==> src/sv/rscu_pkg.sv <==
`timescale 1ns / 1ps

package rscu_pkg;

  localparam int CNT_W_DEF = 64;
  localparam int TIME_W    = 24;
  localparam int FPS_W     = 26;
  localparam int WGT_W     = 16;
  localparam int DIV_NUM_W = 27;

  localparam logic [WGT_W-1:0]     WEIGHT_RST = 16'd6554;
  localparam logic [DIV_NUM_W-1:0] FPS_NUM    = 27'd65536000;
  localparam logic [31:0]          DIV3_MAGIC = 32'hAAAA_AAAB;

  localparam logic [2:0] OP_DRAW     = 3'd0;
  localparam logic [2:0] OP_INDIRECT = 3'd1;
  localparam logic [2:0] OP_COMPUTE  = 3'd2;
  localparam logic [2:0] OP_RAYTRACE = 3'd3;
  localparam logic [2:0] OP_FRAME    = 3'd4;

  localparam logic [2:0] MODE_TRI_LIST  = 3'd3;
  localparam logic [2:0] MODE_TRI_STRIP = 3'd4;
  localparam logic [2:0] MODE_TRI_FAN   = 3'd5;

  typedef struct packed {
    logic [2:0]        operation;
    logic [2:0]        draw_mode;
    logic [31:0]       element_count;
    logic [31:0]       instance_count;
    logic [31:0]       command_count;
    logic [TIME_W-1:0] frame_time;
  } rscu_in_t;

  typedef struct packed {
    logic [TIME_W-1:0] avg_frame_time;
    logic [FPS_W-1:0]  frames_per_second;
    logic [63:0]       draws_in_frame;
    logic [63:0]       direct_draws_in_frame;
    logic [63:0]       indirect_draws_in_frame;
    logic [63:0]       indirect_commands_in_frame;
    logic [63:0]       vertices_in_frame;
    logic [63:0]       triangles_in_frame;
    logic [63:0]       instances_in_frame;
    logic [63:0]       compute_in_frame;
    logic [63:0]       raytrace_in_frame;
    logic [31:0]       frame_index;
  } rscu_out_t;

  // Commands from the controller to the datapath.
  typedef struct packed {
    logic take;
    logic tri_mul;
    logic acc_draw;
    logic smooth;
    logic div_start;
    logic emit;
  } rscu_cmd_t;

  // Status from the datapath to the controller.
  typedef struct packed {
    logic draw_go;
    logic frame_go;
    logic div_done;
    logic out_free;
  } rscu_sts_t;

endpackage

==> src/sv/rscu_ctrl.sv <==
`timescale 1ns / 1ps

module rscu_ctrl import rscu_pkg::*; (
  input  logic      clk,
  input  logic      rst_n,
  input  logic      in_valid_i,
  output logic      in_stall_o,
  input  rscu_sts_t sts_i,
  output rscu_cmd_t cmd_o
);

  localparam logic [2:0] S_IDLE   = 3'd0;
  localparam logic [2:0] S_TRI    = 3'd1;
  localparam logic [2:0] S_ACC    = 3'd2;
  localparam logic [2:0] S_SMOOTH = 3'd3;
  localparam logic [2:0] S_FPS    = 3'd4;
  localparam logic [2:0] S_WAIT   = 3'd5;
  localparam logic [2:0] S_EMIT   = 3'd6;

  logic [2:0] state_r;
  logic [2:0] state_nxt;
  logic       take;

  assign take = in_valid_i && (state_r == S_IDLE);

  always_comb begin
    state_nxt = state_r;
    case (state_r)
      S_IDLE: begin
        if (take && sts_i.draw_go) begin
          state_nxt = S_TRI;
        end else if (take && sts_i.frame_go) begin
          state_nxt = S_SMOOTH;
        end
      end
      S_TRI:    state_nxt = S_ACC;
      S_ACC:    state_nxt = S_IDLE;
      S_SMOOTH: state_nxt = S_FPS;
      S_FPS:    state_nxt = S_WAIT;
      S_WAIT: begin
        if (sts_i.div_done) begin
          state_nxt = S_EMIT;
        end
      end
      S_EMIT: begin
        if (sts_i.out_free) begin
          state_nxt = S_IDLE;
        end
      end
      default: state_nxt = S_IDLE;
    endcase
  end

  always_ff @(posedge clk) begin
    if (!rst_n) begin
      state_r <= S_IDLE;
    end else begin
      state_r <= state_nxt;
    end
  end

  always_comb begin
    cmd_o.take      = take;
    cmd_o.tri_mul   = (state_r == S_TRI);
    cmd_o.acc_draw  = (state_r == S_ACC);
    cmd_o.smooth    = (state_r == S_SMOOTH);
    cmd_o.div_start = (state_r == S_FPS);
    cmd_o.emit      = (state_r == S_EMIT) && sts_i.out_free;
  end

  assign in_stall_o = (state_r != S_IDLE);

endmodule

==> config.mk <==
export PLATFORM = sky130hd
export DESIGN_NAME = rscu_ctrl
export DESIGN_NICKNAME = d
export VERILOG_FILES = /design/src/sv/rscu_pkg.sv /design/src/sv/rscu_ctrl.sv
export SDC_FILE = /design/constraint.sdc
export NUM_CORES = 1
export LEC_CHECK = 0
export BUFFER_PORTS_ARGS = -buffer_cell sky130_fd_sc_hd__buf_2
export CORE_AREA = 5 5 42 44
export DETAILED_ROUTE_END_ITERATION = 6
export DIE_AREA = 0 0 47 49
export PLACE_DENSITY = 0.47
export SLEW_MARGIN = 20
export SYNTH_ARGS = -nofsm -noshare
export SYNTH_HDL_FRONTEND = slang
export SYNTH_SLANG_ARGS = --single-unit
==> constraint.sdc <==
create_clock -name clk -period 1.24 [get_ports clk]
set_input_delay 0.062 -clock clk [delete_from_list [all_inputs] [get_ports clk]]
set_output_delay 0.062 -clock clk [all_outputs]
set_load 0.02 [all_outputs]
==> results.rst <==
.. list-table::
   :header-rows: 1

   * - Metric
     - Value
   * - Max-cap viol count
     - 0
   * - Transition time of the tightest slew-check pin
     - roughly 0.26 ns
   * - Number of cells produced by synthesis
     - 31
   * - Largest register FFs
     - 3
   * - Total of flip-flops plus latches after synthesis
     - 3
   * - Final number of max-transition violations
     - 0
   * - Ratio of final minimum period to clock period
     - between 90 and 100%
   * - Path class of the lowest-slack min-delay path
     - input port to register
   * - Worst reg2reg setup slack
     - 0.12 ns
   * - Highest clock rate
     - about 850 MHz
   * - Vertical die dimension
     - slightly below 50 um
   * - TritonCTS clock tree
     - yes
   * - Total of endpoints with negative setup slack in the final report
     - 0
   * - Global placement routability congestion
     - ~0.68
   * - Yosys warns
     - 0
   * - Sequential fraction of the synthesis area
     - around a quarter
   * - Required time of the worst setup path
     - 1.18 ns
   * - Top fanout value on the critical path
     - 11
   * - Number of placed I/O pins
     - 14
   * - Total global routing track utilization
     - 5.99%
   * - Power Internal
     - between 0.3 and 0.4 mW
   * - Starting density of the core
     - 17.5%
   * - Final Net Count
     - 54
   * - Via-to-Cell Ratio
     - about 4.3
   * - Maximum number of pins on one net before global-route repair
     - 12
   * - Detailed-route wire length per cell
     - approximately 9.6 um
   * - Run status
     - completed
   * - Placeable core region
     - roughly 1400 um2
   * - Share of layout cells above drive strength 1
     - about 52%
   * - Total power divided by cell area
     - approximately 1500 nW/um2
   * - DRC marker count from the first detailed-route iteration
     - 0
   * - Via Count
     - 265
   * - Startpoint Class
     - register
   * - Setup TNS Final
     - 0 ns
   * - Leakage dissipation
     - around 0.17 nW
   * - Wire length of the first global-routing pass
     - around 930 um
   * - Number of core rows
     - 14
   * - Biggest registers after layout
     - state_r x3
   * - Via count of the first global-routing pass
     - roughly 240
   * - Clock buffer count from CTS
     - 3
   * - Clk_lat worst skew
     - around 0.23 ns
   * - Width of the chip
     - roughly 47 um
   * - Switching share of power
     - approximately 36%
   * - CTS root buffer
     - clkbuf_4
   * - Clock period minus final worst setup slack
     - ~1.2 ns
   * - Hold violation total from the final report
     - 0
   * - Worst clock skew on the final layout
     - 0.00366 ns
   * - Detailed placement HPWL
     - ~450 um
   * - Net count of the mapped netlist
     - 38
   * - Input/output buffers
     - 13
   * - Worst voltage drop across the vdd grid
     - around 0.33 mV
   * - Final cell utilization of the core
     - about a quarter
   * - Worst Path Arrival
     - about 1.1 ns
   * - Power share of the sequential group
     - 29.6%
   * - GR Overflow Total
     - 0
   * - Total wire length
     - 594 um
   * - Kind of capture point of the worst setup path
     - output pin
   * - Number of unique standard cell types used by synthesis
     - 18
   * - Cell area after technology mapping
     - approximately 250 um2
   * - Unrepaired setup endpoints after global routing
     - false
   * - H-tree levels
     - 1
   * - DR DRC count
     - 0
   * - Fill cell total of the finished layout
     - between 150 and 200
   * - DIE AREA
     - between 2000 and 2500 um2
   * - Number of optimization iterations in the first detailed-route pass
     - 1
   * - Final ANT Viol Nets
     - 0
   * - Top reg by flops
     - state_r
   * - Synthesized area divided by synthesized cell count
     - ~7.9 um2
   * - Count of inserted antenna diode cells
     - 0
   * - Worst slew margin relative to its limit
     - between 80% and 90%
   * - Power spent charging and discharging nets
     - about 0.19 mW
   * - Clock-pin slew on the worst setup and hold paths
     - 0.04 ns
   * - Worst-case clock buffer depth
     - 2
   * - Clk sink count
     - 3
   * - Area growth syn-to-layout
     - 41.8%
   * - Initial antenna violation count
     - 0
   * - Critical setup path kind
     - register to output pin
   * - Logic gate share of total power
     - a little under two fifths
   * - Clock network power share
     - approximately a third
cells in the mapped netlist:
| library cell | number | area [um2] |
|---|---|---|
| inv_1 | 3 | 11.3 |
| a21oi_1 | 1 | 5.00 |
| nand2_1 | 3 | 11.3 |
| nor3_2 | 1 | 10.0 |
| o21a_1 | 1 | 7.51 |
| a21o_2 | 1 | 8.76 |
| and2_1 | 1 | 6.26 |
| nand3b_1 | 2 | 15.0 |
| buf_6 | 1 | 11.3 |
| nand2b_1 | 1 | 6.26 |
| o32ai_2 | 1 | 16.3 |
| o21ai_0 | 2 | 10.0 |
| dfxtp_1 | 3 | 60.1 |
| buf_4 | 2 | 15.0 |
| nor3b_1 | 3 | 22.5 |
| a221o_1 | 1 | 10.0 |
| and2_2 | 1 | 7.51 |
| nor2_1 | 3 | 11.3 |
worst max-delay path, cell delays in order, from the launching register on:
cell     delay, ns
dfxtp_2       0.37
nor3_4        0.20
and2_2        0.16
buf_2         0.15
layout by cell type, fill, tap and decap left out:
cell      instances
nor2_1            3
buf_2            13
nand3b_1          2
a21o_2            1
o21a_1            1
o32ai_2           1
inv_1             3
nor3_4            1
a21oi_1           1
clkbuf_4          3
and2_1            1
and2_2            1
clkbuf_1          1
nand2b_1          1
dfxtp_2           3
nand2_1           3
a221o_1           1
buf_4             1
o21ai_0           2
nor3b_1           3
power by group through the flow:
stage	Clock (mW)	Sequential, mW	Combinational (mW)
2_1_floorplan	0	0.126	0.155
3_3_place_gp	0	0.145	0.170
4_1_cts	0.185	0.146	0.188
5_1_grt	0.187	0.158	0.209
3_5_place_dp	0	0.145	0.172
6_report	0.173	0.153	0.192
stage by stage:
stage	setup WS [ns]	power, mW	std cells	area, um2	hold slack (ns)
2_1_floorplan	0.172	0.280	31	245	0.179
4_1_cts	0.0210	0.519	62	340	0.0541
3_3_place_gp	0.154	0.316	57	304	0.316
3_5_place_dp	0.142	0.316	57	304	0.310
6_report	0.0592	0.518	62	348	0.0605
5_1_grt	0.0136	0.554	62	348	0.0662
per-layer routing:
layer,vias up,part of all wire (%),wire length (um),GRT usage [%]
li1,134,-,-,-
met3,4,8.1,48,0
met4,0,5.7,34,9.68
met5,-,0,0,0
met2,11,44,261,7.69
met1,116,42,250,6.59
area by class of cell:
class	count	area [um2]	area share (%)
clock buffer	4	26.3	7.55
inverter	3	11.3	3.24
multi-input combinational	22	154	44.2
sequential	3	63.8	18.3
tap	16	20.0	5.76
timing repair buffer	14	72.6	20.9
repair_timing:
item,in CTS,in global routing
resized for setup,2,2
buffers inserted,1,0
hold buffers,0,0
setup endpoints to repair,1,4
pin swaps,1,0
path summary, 6_finish.rpt:
kind / endpoint / depth (start not counted) / start
setup reg to reg: state_r[1] / 4 / state_r[0]
hold reg to reg: state_r[0] / 2 / state_r[2]
hold / removal: state_r[1] / 2 / sts_i[0]
setup / recovery: cmd_o[5] / 3 / state_r[0]
cell families after synthesis:
family	share of synthesized area, %
buf+inv	15.3
compound gates	23.5
simple gates	36.7
flops	24.5
Power figures use the tool's default switching activity.
